<file path="src/rtl/core/qenc_pkg.sv">
// ----------------------------------------------------------------------------
// qenc_pkg
// shared constants and types of the quadrature encoder step counter
// ----------------------------------------------------------------------------
package qenc_pkg;

   localparam int TIME_BITS_DEFAULT  = 32;
   localparam int COUNT_BITS_DEFAULT = 16;

   localparam int DEBOUNCE_BITS = 8;
   localparam int HOLDOFF_BITS  = 32;
   localparam int STEP_BITS     = 7;

   localparam int CSR_INDEX_BITS = 2;
   localparam int CSR_DATA_BITS  = 32;

   localparam logic [CSR_INDEX_BITS-1:0] REG_DEBOUNCE_COUNT  = 2'd0;
   localparam logic [CSR_INDEX_BITS-1:0] REG_REVERSE_HOLDOFF = 2'd1;
   localparam logic [CSR_INDEX_BITS-1:0] REG_STEP_SIZE       = 2'd2;

   localparam logic [DEBOUNCE_BITS-1:0] DEBOUNCE_RESET = 8'd1;
   localparam logic [HOLDOFF_BITS-1:0]  HOLDOFF_RESET  = 32'd100;
   localparam logic [STEP_BITS-1:0]     STEP_RESET     = 7'd1;

   localparam logic OP_SAMPLE = 1'b0;
   localparam logic OP_READ   = 1'b1;

   localparam logic signed [1:0] DIR_NONE    = 2'sb00;
   localparam logic signed [1:0] DIR_FORWARD = 2'sb01;
   localparam logic signed [1:0] DIR_REVERSE = 2'sb11;

   typedef struct packed {
      logic [DEBOUNCE_BITS-1:0] debounce_count;
      logic [HOLDOFF_BITS-1:0]  reverse_holdoff;
      logic [STEP_BITS-1:0]     step_size;
   } cfg_type;

   typedef struct packed {
      logic                     primed;
      logic                     level_a;
      logic                     level_b;
      logic [DEBOUNCE_BITS-1:0] mismatch_a;
      logic [DEBOUNCE_BITS-1:0] mismatch_b;
   } pins_type;

endpackage

</file>
<file path="src/rtl/core/qenc_req_if.sv">
// ----------------------------------------------------------------------------
// qenc_req_if
// request channel: pin samples and read commands
// ----------------------------------------------------------------------------
interface qenc_req_if #(
   parameter int TIME_BITS = qenc_pkg::TIME_BITS_DEFAULT
);
   logic                 valid;
   logic                 ready;
   logic                 operation;
   logic                 pin_a;
   logic                 pin_b;
   logic [TIME_BITS-1:0] now_time;

   modport source (output valid, operation, pin_a, pin_b, now_time, input ready);
   modport sink   (input valid, operation, pin_a, pin_b, now_time, output ready);
endinterface

</file>
<file path="src/rtl/core/qenc_rsp_if.sv">
// ----------------------------------------------------------------------------
// qenc_rsp_if
// response channel: step direction and read count
// ----------------------------------------------------------------------------
interface qenc_rsp_if #(
   parameter int COUNT_BITS = qenc_pkg::COUNT_BITS_DEFAULT
);
   logic                         valid;
   logic                         ready;
   logic signed [1:0]            step_taken;
   logic signed [COUNT_BITS-1:0] moves;

   modport source (output valid, step_taken, moves, input ready);
   modport sink   (input valid, step_taken, moves, output ready);
endinterface

</file>
<file path="src/rtl/core/qenc_csr_if.sv">
// ----------------------------------------------------------------------------
// qenc_csr_if
// register write channel
// ----------------------------------------------------------------------------
interface qenc_csr_if;
   logic                                valid;
   logic                                ready;
   logic [qenc_pkg::CSR_INDEX_BITS-1:0] index;
   logic [qenc_pkg::CSR_DATA_BITS-1:0]  data;

   modport source (output valid, index, data, input ready);
   modport sink   (input valid, index, data, output ready);
endinterface

</file>
<file path="src/rtl/core/qenc_step_logic.sv">
// ----------------------------------------------------------------------------
// qenc_step_logic
// debounce, direction decision with hold-off, saturating count update and count read with clear
// ----------------------------------------------------------------------------
module qenc_step_logic #(
   parameter int TIME_BITS  = qenc_pkg::TIME_BITS_DEFAULT,
   parameter int COUNT_BITS = qenc_pkg::COUNT_BITS_DEFAULT
) (
   input  qenc_pkg::cfg_type             cfg,
   input  logic                          operation,
   input  logic                          pin_a,
   input  logic                          pin_b,
   input  logic [TIME_BITS-1:0]          now_time,
   input  qenc_pkg::pins_type            pins,
   input  logic [TIME_BITS-1:0]          last_fwd,
   input  logic [TIME_BITS-1:0]          last_rev,
   input  logic signed [COUNT_BITS-1:0]  acc,
   output qenc_pkg::pins_type            pins_next,
   output logic [TIME_BITS-1:0]          last_fwd_next,
   output logic [TIME_BITS-1:0]          last_rev_next,
   output logic signed [COUNT_BITS-1:0]  acc_next,
   output logic signed [1:0]             step_taken,
   output logic signed [COUNT_BITS-1:0]  moves
);

   localparam int CMP_BITS = (TIME_BITS > qenc_pkg::HOLDOFF_BITS) ?
                             TIME_BITS : qenc_pkg::HOLDOFF_BITS;
   localparam logic signed [COUNT_BITS:0] SUM_MAX =
      (COUNT_BITS+1)'((64'd1 << (COUNT_BITS-1)) - 64'd1);
   localparam logic signed [COUNT_BITS:0] SUM_MIN = -SUM_MAX;

   logic [qenc_pkg::DEBOUNCE_BITS-1:0] mis_a_inc;
   logic [qenc_pkg::DEBOUNCE_BITS-1:0] mis_b_inc;
   logic                               a_diff;
   logic                               b_diff;
   logic                               a_commit;
   logic                               b_commit;
   logic                               a_step;
   logic                               b_step;
   logic [TIME_BITS-1:0]               fwd_eff;
   logic [TIME_BITS-1:0]               since_rev;
   logic [TIME_BITS-1:0]               since_fwd;
   logic [CMP_BITS-1:0]                holdoff_ext;
   logic signed [COUNT_BITS:0]         acc_ext;
   logic signed [COUNT_BITS:0]         step_ext;
   logic signed [COUNT_BITS:0]         sum;
   logic signed [COUNT_BITS:0]         sum_sat;

   assign a_diff      = pins.level_a != pin_a;
   assign b_diff      = pins.level_b != pin_b;
   assign mis_a_inc   = pins.mismatch_a + 1'b1;
   assign mis_b_inc   = pins.mismatch_b + 1'b1;
   assign a_commit    = a_diff && (mis_a_inc >= cfg.debounce_count);
   assign b_commit    = b_diff && (mis_b_inc > cfg.debounce_count);
   assign holdoff_ext = CMP_BITS'(cfg.reverse_holdoff);
   assign since_rev   = now_time - last_rev;
   assign a_step      = a_commit && (pin_a == pin_b) &&
                        (CMP_BITS'(since_rev) >= holdoff_ext);
   assign fwd_eff     = a_step ? now_time : last_fwd;
   assign since_fwd   = now_time - fwd_eff;
   assign b_step      = b_commit && (pin_a == pin_b) &&
                        (CMP_BITS'(since_fwd) >= holdoff_ext);

   assign acc_ext  = (COUNT_BITS+1)'(acc);
   assign step_ext = signed'((COUNT_BITS+1)'(cfg.step_size));
   assign sum      = b_step ? (acc_ext - step_ext) : (acc_ext + step_ext);

   always_comb begin
      if (sum > SUM_MAX) begin
         sum_sat = SUM_MAX;
      end else if (sum < SUM_MIN) begin
         sum_sat = SUM_MIN;
      end else begin
         sum_sat = sum;
      end
   end

   always_comb begin
      pins_next     = pins;
      last_fwd_next = last_fwd;
      last_rev_next = last_rev;
      acc_next      = acc;
      step_taken    = qenc_pkg::DIR_NONE;
      moves         = '0;
      if (operation == qenc_pkg::OP_READ) begin
         moves    = acc;
         acc_next = '0;
      end else if (!pins.primed) begin
         pins_next.primed  = 1'b1;
         pins_next.level_a = pin_a;
         pins_next.level_b = pin_b;
      end else begin
         pins_next.mismatch_a = (a_diff && !a_commit) ? mis_a_inc : '0;
         pins_next.mismatch_b = (b_diff && !b_commit) ? mis_b_inc : '0;
         if (a_commit) begin
            pins_next.level_a = pin_a;
         end
         if (b_commit) begin
            pins_next.level_b = pin_b;
         end
         last_fwd_next = fwd_eff;
         if (b_step) begin
            last_rev_next = now_time;
            step_taken    = qenc_pkg::DIR_REVERSE;
         end else if (a_step) begin
            step_taken    = qenc_pkg::DIR_FORWARD;
         end
         if (a_step || b_step) begin
            acc_next = sum_sat[COUNT_BITS-1:0];
         end
      end
   end

endmodule

</file>
<file path="src/rtl/core/quadrature_encoder_step_counter_unit.sv">
// ----------------------------------------------------------------------------
// quadrature_encoder_step_counter_unit
// path: a request passes the input register, then the result register, before its
// response is valid and can transfer
// throughput: one request per cycle, stalled only by response back-pressure
// reset: synchronous; clears count, pin levels, debounce counters and step times,
// registers return to debounce 1, hold-off 100, step size 1
// ----------------------------------------------------------------------------
module quadrature_encoder_step_counter_unit #(
   parameter int TIME_BITS  = qenc_pkg::TIME_BITS_DEFAULT,
   parameter int COUNT_BITS = qenc_pkg::COUNT_BITS_DEFAULT
) (
   input  logic        clock,
   input  logic        reset,
   qenc_req_if.sink    req_chan,
   qenc_rsp_if.source  rsp_chan,
   qenc_csr_if.sink    csr_chan
);

   // configuration registers
   qenc_pkg::cfg_type cfg_ff;
   qenc_pkg::cfg_type cfg_in;

   // input stage
   logic                 in_valid_ff;
   logic                 op_ff;
   logic                 pin_a_ff;
   logic                 pin_b_ff;
   logic [TIME_BITS-1:0] now_ff;

   // encoder state
   qenc_pkg::pins_type           pins_ff;
   qenc_pkg::pins_type           pins_in;
   logic [TIME_BITS-1:0]         last_fwd_ff;
   logic [TIME_BITS-1:0]         last_fwd_in;
   logic [TIME_BITS-1:0]         last_rev_ff;
   logic [TIME_BITS-1:0]         last_rev_in;
   logic signed [COUNT_BITS-1:0] acc_ff;
   logic signed [COUNT_BITS-1:0] acc_in;

   // result stage
   logic                         rsp_valid_ff;
   logic signed [1:0]            step_ff;
   logic signed [1:0]            step_in;
   logic signed [COUNT_BITS-1:0] moves_ff;
   logic signed [COUNT_BITS-1:0] moves_in;

   logic advance;
   logic req_xfer;

   assign advance  = in_valid_ff && (!rsp_valid_ff || rsp_chan.ready);
   assign req_xfer = req_chan.valid && req_chan.ready;

   assign req_chan.ready   = !in_valid_ff || advance;
   assign csr_chan.ready   = 1'b1;
   assign rsp_chan.valid      = rsp_valid_ff;
   assign rsp_chan.step_taken = step_ff;
   assign rsp_chan.moves      = moves_ff;

   always_comb begin
      cfg_in = cfg_ff;
      if (csr_chan.valid) begin
         unique case (csr_chan.index)
            qenc_pkg::REG_DEBOUNCE_COUNT:
               cfg_in.debounce_count  = csr_chan.data[qenc_pkg::DEBOUNCE_BITS-1:0];
            qenc_pkg::REG_REVERSE_HOLDOFF:
               cfg_in.reverse_holdoff = csr_chan.data[qenc_pkg::HOLDOFF_BITS-1:0];
            qenc_pkg::REG_STEP_SIZE:
               cfg_in.step_size       = csr_chan.data[qenc_pkg::STEP_BITS-1:0];
            default: ;
         endcase
      end
   end

   qenc_step_logic #(
      .TIME_BITS  (TIME_BITS),
      .COUNT_BITS (COUNT_BITS)
   ) u_step_logic (
      .cfg           (cfg_ff),
      .operation     (op_ff),
      .pin_a         (pin_a_ff),
      .pin_b         (pin_b_ff),
      .now_time      (now_ff),
      .pins          (pins_ff),
      .last_fwd      (last_fwd_ff),
      .last_rev      (last_rev_ff),
      .acc           (acc_ff),
      .pins_next     (pins_in),
      .last_fwd_next (last_fwd_in),
      .last_rev_next (last_rev_in),
      .acc_next      (acc_in),
      .step_taken    (step_in),
      .moves         (moves_in)
   );

   always_ff @(posedge clock) begin
      if (reset) begin
         cfg_ff.debounce_count  <= qenc_pkg::DEBOUNCE_RESET;
         cfg_ff.reverse_holdoff <= qenc_pkg::HOLDOFF_RESET;
         cfg_ff.step_size       <= qenc_pkg::STEP_RESET;
      end else begin
         cfg_ff <= cfg_in;
      end
   end

   always_ff @(posedge clock) begin
      if (reset) begin
         in_valid_ff <= 1'b0;
      end else if (req_chan.ready) begin
         in_valid_ff <= req_chan.valid;
      end
   end

   always_ff @(posedge clock) begin
      if (req_xfer) begin
         op_ff    <= req_chan.operation;
         pin_a_ff <= req_chan.pin_a;
         pin_b_ff <= req_chan.pin_b;
         now_ff   <= req_chan.now_time;
      end
   end

   always_ff @(posedge clock) begin
      if (reset) begin
         pins_ff     <= '0;
         last_fwd_ff <= '0;
         last_rev_ff <= '0;
         acc_ff      <= '0;
      end else if (advance) begin
         pins_ff     <= pins_in;
         last_fwd_ff <= last_fwd_in;
         last_rev_ff <= last_rev_in;
         acc_ff      <= acc_in;
      end
   end

   always_ff @(posedge clock) begin
      if (reset) begin
         rsp_valid_ff <= 1'b0;
      end else if (advance) begin
         rsp_valid_ff <= 1'b1;
      end else if (rsp_chan.ready) begin
         rsp_valid_ff <= 1'b0;
      end
   end

   always_ff @(posedge clock) begin
      if (advance) begin
         step_ff  <= step_in;
         moves_ff <= moves_in;
      end
   end

`ifndef ASSERT_OFF
   a_read_clears: assert property (@(posedge clock) disable iff (reset)
      advance && (op_ff == qenc_pkg::OP_READ) |=> acc_ff == '0)
      else $error("count not cleared after read");

   a_sample_no_moves: assert property (@(posedge clock) disable iff (reset)
      advance && (op_ff == qenc_pkg::OP_SAMPLE) |=> rsp_valid_ff && (moves_ff == '0))
      else $error("sample response carries a count");

   a_unprimed_no_step: assert property (@(posedge clock) disable iff (reset)
      advance && !pins_ff.primed |=> step_ff == qenc_pkg::DIR_NONE)
      else $error("step reported before first sample");

   a_state_held: assert property (@(posedge clock) disable iff (reset)
      !advance |=> $stable(pins_ff) && $stable(acc_ff))
      else $error("encoder state changed without a transfer");
`endif

endmodule

</file>
<file path="src/flat_wrapper.sv">
// flat-port wrapper written by rule: the top's interface ports become plain ports
module quadrature_encoder_step_counter_unit_flat 
#(
   parameter int TIME_BITS  = qenc_pkg::TIME_BITS_DEFAULT,
   parameter int COUNT_BITS = qenc_pkg::COUNT_BITS_DEFAULT
)
  (clock, reset, req_chan_valid, req_chan_operation, req_chan_pin_a, req_chan_pin_b, req_chan_now_time, req_chan_ready, rsp_chan_valid, rsp_chan_step_taken, rsp_chan_moves, rsp_chan_ready, csr_chan_valid, csr_chan_index, csr_chan_data, csr_chan_ready);
  qenc_req_if #(.TIME_BITS(TIME_BITS)) req_chan_i ();
  qenc_rsp_if #(.COUNT_BITS(COUNT_BITS)) rsp_chan_i ();
  qenc_csr_if csr_chan_i ();
  input  logic clock;
  input  logic reset;
  input wire logic [$bits(req_chan_i.valid)-1:0] req_chan_valid;
  input wire logic [$bits(req_chan_i.operation)-1:0] req_chan_operation;
  input wire logic [$bits(req_chan_i.pin_a)-1:0] req_chan_pin_a;
  input wire logic [$bits(req_chan_i.pin_b)-1:0] req_chan_pin_b;
  input wire logic [$bits(req_chan_i.now_time)-1:0] req_chan_now_time;
  output wire logic [$bits(req_chan_i.ready)-1:0] req_chan_ready;
  output wire logic [$bits(rsp_chan_i.valid)-1:0] rsp_chan_valid;
  output wire logic [$bits(rsp_chan_i.step_taken)-1:0] rsp_chan_step_taken;
  output wire logic [$bits(rsp_chan_i.moves)-1:0] rsp_chan_moves;
  input wire logic [$bits(rsp_chan_i.ready)-1:0] rsp_chan_ready;
  input wire logic [$bits(csr_chan_i.valid)-1:0] csr_chan_valid;
  input wire logic [$bits(csr_chan_i.index)-1:0] csr_chan_index;
  input wire logic [$bits(csr_chan_i.data)-1:0] csr_chan_data;
  output wire logic [$bits(csr_chan_i.ready)-1:0] csr_chan_ready;
  assign req_chan_i.valid = req_chan_valid;
  assign req_chan_i.operation = req_chan_operation;
  assign req_chan_i.pin_a = req_chan_pin_a;
  assign req_chan_i.pin_b = req_chan_pin_b;
  assign req_chan_i.now_time = req_chan_now_time;
  assign req_chan_ready = req_chan_i.ready;
  assign rsp_chan_valid = rsp_chan_i.valid;
  assign rsp_chan_step_taken = rsp_chan_i.step_taken;
  assign rsp_chan_moves = rsp_chan_i.moves;
  assign rsp_chan_i.ready = rsp_chan_ready;
  assign csr_chan_i.valid = csr_chan_valid;
  assign csr_chan_i.index = csr_chan_index;
  assign csr_chan_i.data = csr_chan_data;
  assign csr_chan_ready = csr_chan_i.ready;
  quadrature_encoder_step_counter_unit #(.TIME_BITS(TIME_BITS), .COUNT_BITS(COUNT_BITS)) u_core (.clock(clock), .reset(reset), .req_chan(req_chan_i), .rsp_chan(rsp_chan_i), .csr_chan(csr_chan_i));
endmodule
</file>
<file path="config.mk">
export PLATFORM = sky130hd
export DESIGN_NAME = quadrature_encoder_step_counter_unit_flat
export DESIGN_NICKNAME = d
export VERILOG_FILES = /design/src/rtl/core/qenc_pkg.sv /design/src/rtl/core/qenc_req_if.sv /design/src/rtl/core/qenc_rsp_if.sv /design/src/rtl/core/qenc_csr_if.sv /design/src/rtl/core/qenc_step_logic.sv /design/src/rtl/core/quadrature_encoder_step_counter_unit.sv /design/src/flat_wrapper.sv
export SDC_FILE = /design/constraint.sdc
export NUM_CORES = 1
export LEC_CHECK = 0
export CORE_MARGIN = 2
export CORE_UTILIZATION = 33
export CTS_CLUSTER_DIAMETER = 60
export DETAILED_ROUTE_END_ITERATION = 10
export DONT_BUFFER_PORTS = 1
export GPL_TIMING_DRIVEN = 1
export HOLD_SLACK_MARGIN = 0.02
export SLEW_MARGIN = 25
export SYNTH_ARGS = -nofsm -noshare
export SYNTH_HDL_FRONTEND = slang
export SYNTH_SLANG_ARGS = --single-unit
</file>
<file path="constraint.sdc">
create_clock -name clock -period 15.5 [get_ports clock]
set_input_delay 3.1 -clock clock [delete_from_list [all_inputs] [get_ports clock]]
set_output_delay 3.1 -clock clock [all_outputs]
set_load 0.05 [all_outputs]
</file>
==> results.yml, run 1 <==
critical_path:
  r2r-end: "u_core.acc_ff[2]$_SDFFE_PP0P_"
  worstPathMaxFanout: 18
  startpoint_type: "flop"
  critPathMaxStageDelay_ns: 0.66
  cp_top_family: "compound AO/OA/AOI/OAI gates"
  arrival_ns: 14.01
  end_kind: "flop"
  critPathRequiredTime_ns: 15.97
  ff2ff_setup_slack_ns: 1.97
  reg2reg_depth: 53
  r2r_start: "u_core.now_ff[0]$_DFFE_PP_"
  critPathSlowestCell: "a31oi_2"
  path_buf_inv: 4
  path_common_cell: "o21ai_0"
  worstSetupPathType: "reg -> reg"
clocking:
  tritoncts: "built"
  insertion_delay_ns: 0.55
  cts-resized-gates: 0
  cts_root_buffer: "clkbuf_16"
  ctsHoldBuffers: 0
  clock_path_buffers: 3
  cts_sinks: 201
  clk_pin_slew_ns: 0.06
  cts_buffers: 26
  post-cts-setup-buffers: 0
  htree_num_levels: 1
drt:
  ant_nets: 0
  vias: 10930
  routedWlPerCell_microns: 16.71
  route.detailed.drc: 0
  drt-initial-drc-count: 575
  drt_wl_total_mm: 35.26
  routed_via_density: 5.180
  first_pass_iters: 5
placed_design:
  port_buffers: 0
  place.gp.congestion: 0.9368
  dp.cells: 2059
  place_hpwl_mm: 26.55
finish:
  drive_gt1_share_pct: 4.804
  fillers: 4056
  nNetsFinal: 1801
  layout.cells.non_filler: 2110
  area_growth_pct: 10.80
synth:
  synth_top_cell_area_share_pct: 22.08
  synthTopCellsByArea: "dfxtp_1, ha_1, edfxtp_1, a21oi_1, nand2_1"
  syn_nets: 1819
  synth_ff_type: "dfxtp_1"
  netlist_area_sq_mm: 0.01342
  synth_edf_count: 53
  async_reset_ff_share_pct: 0
  synth.distinct_cells: 73
  ys_warn_count: 0
  syn_area_per_cell_sq_um: 8.492
  synth.ff_latch_count: 201
  synthCells: 1580
  synth_area_leader_cell: "dfxtp_1"
  ys_seq_area_share_pct: 33.95
timing:
  relSlewSlack_pct: 44.93
  drv_slew: 0
  hold_viol: 0
  skew_ns: 0.02057
  tns_ns: 0
  finalSetupViolations: 0
  rsz0062_at_grt: "false"
  holdWs_ns: 0.4510
  fmax_mhz: 73.90
  period_needed_ns: 13.53
  worst_slew_pin_slew_ns: 0.8260
  fin_crit_sh_pct: 87.30
global_route:
  grt_pass1_wl_mm: 56.44
  grt_start_max_net_pins: 135
  grt_pass1_vias: 10650
  antenna_found_initial: 4
  grt_util_all_layers_pct: 16.61
  grt-ovfl-total: 0
floorplanning:
  pin_count: 95
  die_h_microns: 205.6
  die_area_sq_mm: 0.04229
  initial_utilization_pct: 33.61
  rows: 73
  die_w_microns: 205.6
  core-area_sq_mm: 0.03991
run_status:
  status: "finished, final reports clean"
min_path:
  worstHoldStart: "u_core.cfg_ff[11]$_SDFFE_PP0P_"
  hold_depth: 2
  hp-class: "reg -> reg"
  hold_end: "u_core.cfg_ff[11]$_SDFFE_PP0P_"
run:
  cap_violations: 0
power_and_ir_drop:
  peakVddDrop_mv: 0.07081
  leakage_nw: 5.670
  p_per_area_mw_per_mm2: 100.6
==> layout make-up <==
type / count / area, sq um / share of cell area [%]
antenna: 3 / 7.507 / 0.05050
clock inverter: 14 / 175.2 / 1.178
clock buffer: 34 / 743.2 / 5.000
sequential: 201 / 4554 / 30.64
timing repair buffer: 7 / 52.55 / 0.3535
tap: 525 / 656.9 / 4.419
inverter: 110 / 412.9 / 2.778
multi-input combinational: 1216 / 8263 / 55.58
==> power by group <==
part | switching, W | internal, W
Combinational | 0.000163 | 0.000121
Clock | 0.000246 | 0.000391
Sequential | 0.0000199 | 0.000553
Total | 0.000429 | 0.00107
==> registers in the layout (all words and copies together), names as in the netlist <==
register and flops:
u_core.rsp_chan.moves 16, u_core.now_ff 32, u_core.pins_ff 19, u_core.rsp_chan.step_taken 2, u_core.pin_a_ff 1, u_core.in_valid_ff 1
u_core.rsp_chan.valid 1, u_core.acc_ff 16, u_core.op_ff 1, u_core.pin_b_ff 1, u_core.last_rev_ff 32, u_core.cfg_ff 47
u_core.last_fwd_ff 32
==> cells in the final DEF, fill, tap and decap left out, types with 7 or more instances in the layout <==
cell	instances
nand2_1	180
a21oi_1	162
ha_1	162
nor2_1	149
dfxtp_1	148
inv_1	109
o21ai_0	59
xnor2_1	57
edfxtp_1	53
a21o_1	40
mux2i_1	40
a211oi_1	37
nand3_1	30
clkbuf_16	28
xor2_1	27
nand2b_1	22
nor3_1	21
and2_1	20
nand4_1	18
o21a_1	16
nor2b_1	14
o21bai_1	12
a31oi_1	11
a22oi_1	10
nor4_1	9
o2bb2ai_1	9
or2_2	8
o31ai_1	8
o211ai_1	7
and3_1	7
buf_4	7
==> worst max path at each step <==
stage                     depth (start not counted)                       start                             end  slack, ns
after floorplan                                  59  u_core.now_ff[0]$_DFFE_PP_  u_core.acc_ff[10]$_SDFFE_PP0P_       3.77
after CTS                                        56  u_core.now_ff[0]$_DFFE_PP_   u_core.acc_ff[8]$_SDFFE_PP0P_       2.03
final                                            53  u_core.now_ff[0]$_DFFE_PP_   u_core.acc_ff[2]$_SDFFE_PP0P_       1.97
after global placement                           56  u_core.now_ff[0]$_DFFE_PP_  u_core.acc_ff[10]$_SDFFE_PP0P_       2.24
after detailed placement                         56  u_core.now_ff[0]$_DFFE_PP_   u_core.acc_ff[7]$_SDFFE_PP0P_       2.06
after global routing                             53  u_core.now_ff[0]$_DFFE_PP_  u_core.acc_ff[13]$_SDFFE_PP0P_       0.70
==> metrics by stage <==
step	utilization, %	cell area [sq um]	setup WS, ns	power, W
4_1_cts	37.22	14860	2.027	0.001512
3_5_place_dp	34.92	13940	2.063	0.0008658
6_report	37.24	14870	1.969	0.001495
3_3_place_gp	34.90	13930	2.242	0.0008603
5_1_grt	37.23	14860	0.6957	0.001574
2_1_floorplan	-	13420	3.770	0.0008026
==> cells in the mapped netlist, types with 18 or more instances <==
library cell,instances
edfxtp_1,53
dfxtp_1,148
and2_1,20
a211oi_1,37
ha_1,162
nor3_1,21
a21oi_1,162
nor2_1,150
clkbuf_1,42
nand2b_1,22
nand2_1,180
o21ai_0,59
mux2i_1,40
xnor2_1,57
inv_1,109
nand3_1,30
a21o_1,40
nand4_1,18
xor2_1,27
==> cells by family (layout without fill, tap and decap cells) <==
logic type                 Yosys count  after routing  share of synthesized area [%]
buffers and inverters              163            165                          4.663
muxes                               41             41                          3.068
adders and majority gates          165            165                          15.56
and+or+nand+nor                    500            500                          16.93
other                                1              4                        0.02795
xor gates and xnor gates            85             85                          5.651
DFF                                201            201                          33.95
AOI/OAI and AO/OA                  424            424                          20.16
==> tightest hold or removal path, cell delays in order, from the launching register on <==
cell and delay, ns:
dfxtp_1 0.31, nand2_1 0.05, a21oi_1 0.05
==> layer usage <==
layer	up-vias	global-route usage, %	wire (microns)
met5	-	0	24
met4	4	5.139	901
met3	49	2.803	1714
met2	197	26.94	15750
met1	5092	22.48	16860
li1	5587	-	-
(Power assumes the default switching activity.)
==> run 2: changes to the inputs <==
--- a/config.mk
+++ b/config.mk
@@ -7,11 +7,11 @@
 export LEC_CHECK = 0
 export CORE_MARGIN = 2
 export CORE_UTILIZATION = 33
-export CTS_CLUSTER_DIAMETER = 60
 export DETAILED_ROUTE_END_ITERATION = 10
 export DONT_BUFFER_PORTS = 1
 export GPL_TIMING_DRIVEN = 1
 export HOLD_SLACK_MARGIN = 0.02
+export RECOVER_POWER = 100
 export SLEW_MARGIN = 25
 export SYNTH_ARGS = -nofsm -noshare
 export SYNTH_HDL_FRONTEND = slang
==> results.yml, run 2 (synthesized netlist as in run 1, its figures left out) <==
drt:
  ant_nets: 0
  routed_via_density: 5.174
  route.detailed.drc: 0
  routedWlPerCell_microns: 16.69
  drt-initial-drc-count: 683
  vias: 10890
  first_pass_iters: 5
  drt_wl_total_mm: 35.13
clocking:
  cts_sinks: 201
  htree_num_levels: 1
  clk_pin_slew_ns: 0.06
  cts_buffers: 24
  cts_root_buffer: "clkbuf_16"
  post-cts-setup-buffers: 0
  insertion_delay_ns: 0.53
  cts-resized-gates: 0
  tritoncts: "built"
  ctsHoldBuffers: 0
  clock_path_buffers: 3
critical_path:
  reg2reg_depth: 53
  path_common_cell: "o21ai_0"
  end_kind: "flop"
  ff2ff_setup_slack_ns: 1.64
  r2r_start: "u_core.now_ff[0]$_DFFE_PP_"
  startpoint_type: "flop"
  critPathSlowestCell: "a31oi_2"
  worstSetupPathType: "reg -> reg"
  critPathMaxStageDelay_ns: 0.65
  critPathRequiredTime_ns: 15.95
  r2r-end: "u_core.acc_ff[2]$_SDFFE_PP0P_"
  worstPathMaxFanout: 18
  arrival_ns: 14.31
placed_design:
  place_hpwl_mm: 26.55
  place.gp.congestion: 0.9368
  port_buffers: 0
  placed_area_sq_mm: 0.01394
  post-place-ws_ns: 2.063
min_path:
  worstHoldStart: "u_core.cfg_ff[11]$_SDFFE_PP0P_"
  hold_depth: 2
  hold_end: "u_core.cfg_ff[11]$_SDFFE_PP0P_"
  hp-class: "reg -> reg"
global_route:
  grt_util_all_layers_pct: 16.51
  antenna_found_initial: 4
  grt_pass1_wl_mm: 56.07
  grt_pass1_vias: 10580
  grt-ovfl-total: 0
  grt_start_max_net_pins: 135
finish:
  stdcell_area_sq_mm: 0.01474
  nNetsFinal: 1799
  fillers: 4078
  final_common_cell: "nand2_1"
  area_growth_pct: 9.848
  drive_gt1_share_pct: 4.056
  regMostFlops: "u_core.cfg_ff"
  largest_reg_flops: 47
  final_cell_mix: "nand2_1, a21oi_1, ha_1"
power_and_ir_drop:
  power.switching_w: 0.0004166
  p_int_w: 0.001024
  leakage_nw: 5.592
  power_frac_seq_pct: 39.8
  combPwrFrac_pct: 19.7
  p_per_area_mw_per_mm2: 97.77
  clkPwrFrac_pct: 40.5
  peakVddDrop_mv: 0.06125
  p_sw_share_pct: 28.91
floorplanning:
  die_h_microns: 205.6
  core-area_sq_mm: 0.03991
  die_area_sq_mm: 0.04229
  initial_utilization_pct: 33.61
  rows: 73
  pin_count: 95
  die_w_microns: 205.6
run:
  cap_violations: 3
timing:
  finalSetupViolations: 0
  fin_crit_sh_pct: 89.39
  worst_slew_pin_slew_ns: 2.960
  drv_slew: 141
  hold_viol: 0
  setup_slack_ns: 1.644
  fmax_mhz: 72.17
  tns_ns: 0
  rsz0062_at_grt: "false"
  period_needed_ns: 13.86
  relSlewSlack_pct: -97.43
  skew_ns: 0.009249
run_status:
  status: "finished with violations"
  violations: "capacitance limit, slew limit"
==> run 2: cell count changes in the layout (fill, tap and decap cells not counted), moves of 2 or more <==
cell / delta
and2_0: +15
clkinv_1: +3
and2_1: -14
clkbuf_16: -3
inv_8: -2
buf_4: -3
==> run 2: metal layers <==
metal	part of all wire [%]	wire length [microns]	track usage (%)
met3	4.4	1552	2.724
met1	48	16900	22.45
met2	45	15800	26.77
met4	2.4	848	4.908
met5	0.068	24	0
==> run 2: final cells by class <==
class	count	area [sq um]	share of cell area [%]
Clock inverter	16	170.2	1.155
Clock buffer	28	646.9	4.389
Multi-Input combinational cell	1216	8250	55.98
Timing Repair Buffer	7	41.29	0.2802
Inverter	110	412.9	2.802
Antenna cell	2	5.005	0.03396
Tap cell	525	656.9	4.457
Sequential cell	201	4554	30.90
==> run 2: critical path: cells and delay by family (launching register included) <==
family,cells,cell delay (ns)
xor gates and xnor gates,2,0.46
and+or+nand+nor,11,2.94
adders and majority gates,7,2.08
DFF,1,0.39
AOI/OAI and AO/OA,28,6.95
buffers and inverters,4,0.48
muxes,1,0.45
==> run 2: power groups by stage <==
stage,registers (W),logic (W),clock network [W]
floorplan,0.000578,0.000225,0
global placement,0.000584,0.000276,0
detailed placement,0.000584,0.000282,0
CTS,0.000573,0.000284,0.000602
global route,0.000575,0.000320,0.000621
finish,0.000573,0.000284,0.000584
==> run 2: worst max-delay path by stage <==
stage | start | endpoint | slack [ns] | cells past startpoint
after CTS | u_core.now_ff[0]$_DFFE_PP_ | u_core.acc_ff[7]$_SDFFE_PP0P_ | 2.02 | 56
after detailed placement | u_core.now_ff[0]$_DFFE_PP_ | u_core.acc_ff[7]$_SDFFE_PP0P_ | 2.06 | 56
after global routing | u_core.now_ff[0]$_DFFE_PP_ | u_core.acc_ff[13]$_SDFFE_PP0P_ | 0.35 | 53
final | u_core.now_ff[0]$_DFFE_PP_ | u_core.acc_ff[2]$_SDFFE_PP0P_ | 1.64 | 53
after global placement | u_core.now_ff[0]$_DFFE_PP_ | u_core.acc_ff[10]$_SDFFE_PP0P_ | 2.24 | 56
after floorplan | u_core.now_ff[0]$_DFFE_PP_ | u_core.acc_ff[10]$_SDFFE_PP0P_ | 3.77 | 59
==> run 2: stage by stage <==
step | util [%] | cells | total power [W] | hold slack, ns
floorplan | - | 1580 | 0.0008026 | 0.4363
global placement | 34.90 | 2059 | 0.0008603 | 0.4368
detailed placement | 34.92 | 2059 | 0.0008658 | 0.4426
CTS | 36.97 | 2103 | 0.001458 | 0.4511
global route | 36.92 | 2104 | 0.001516 | 0.4634
finish | 36.92 | 2105 | 0.001441 | 0.4516
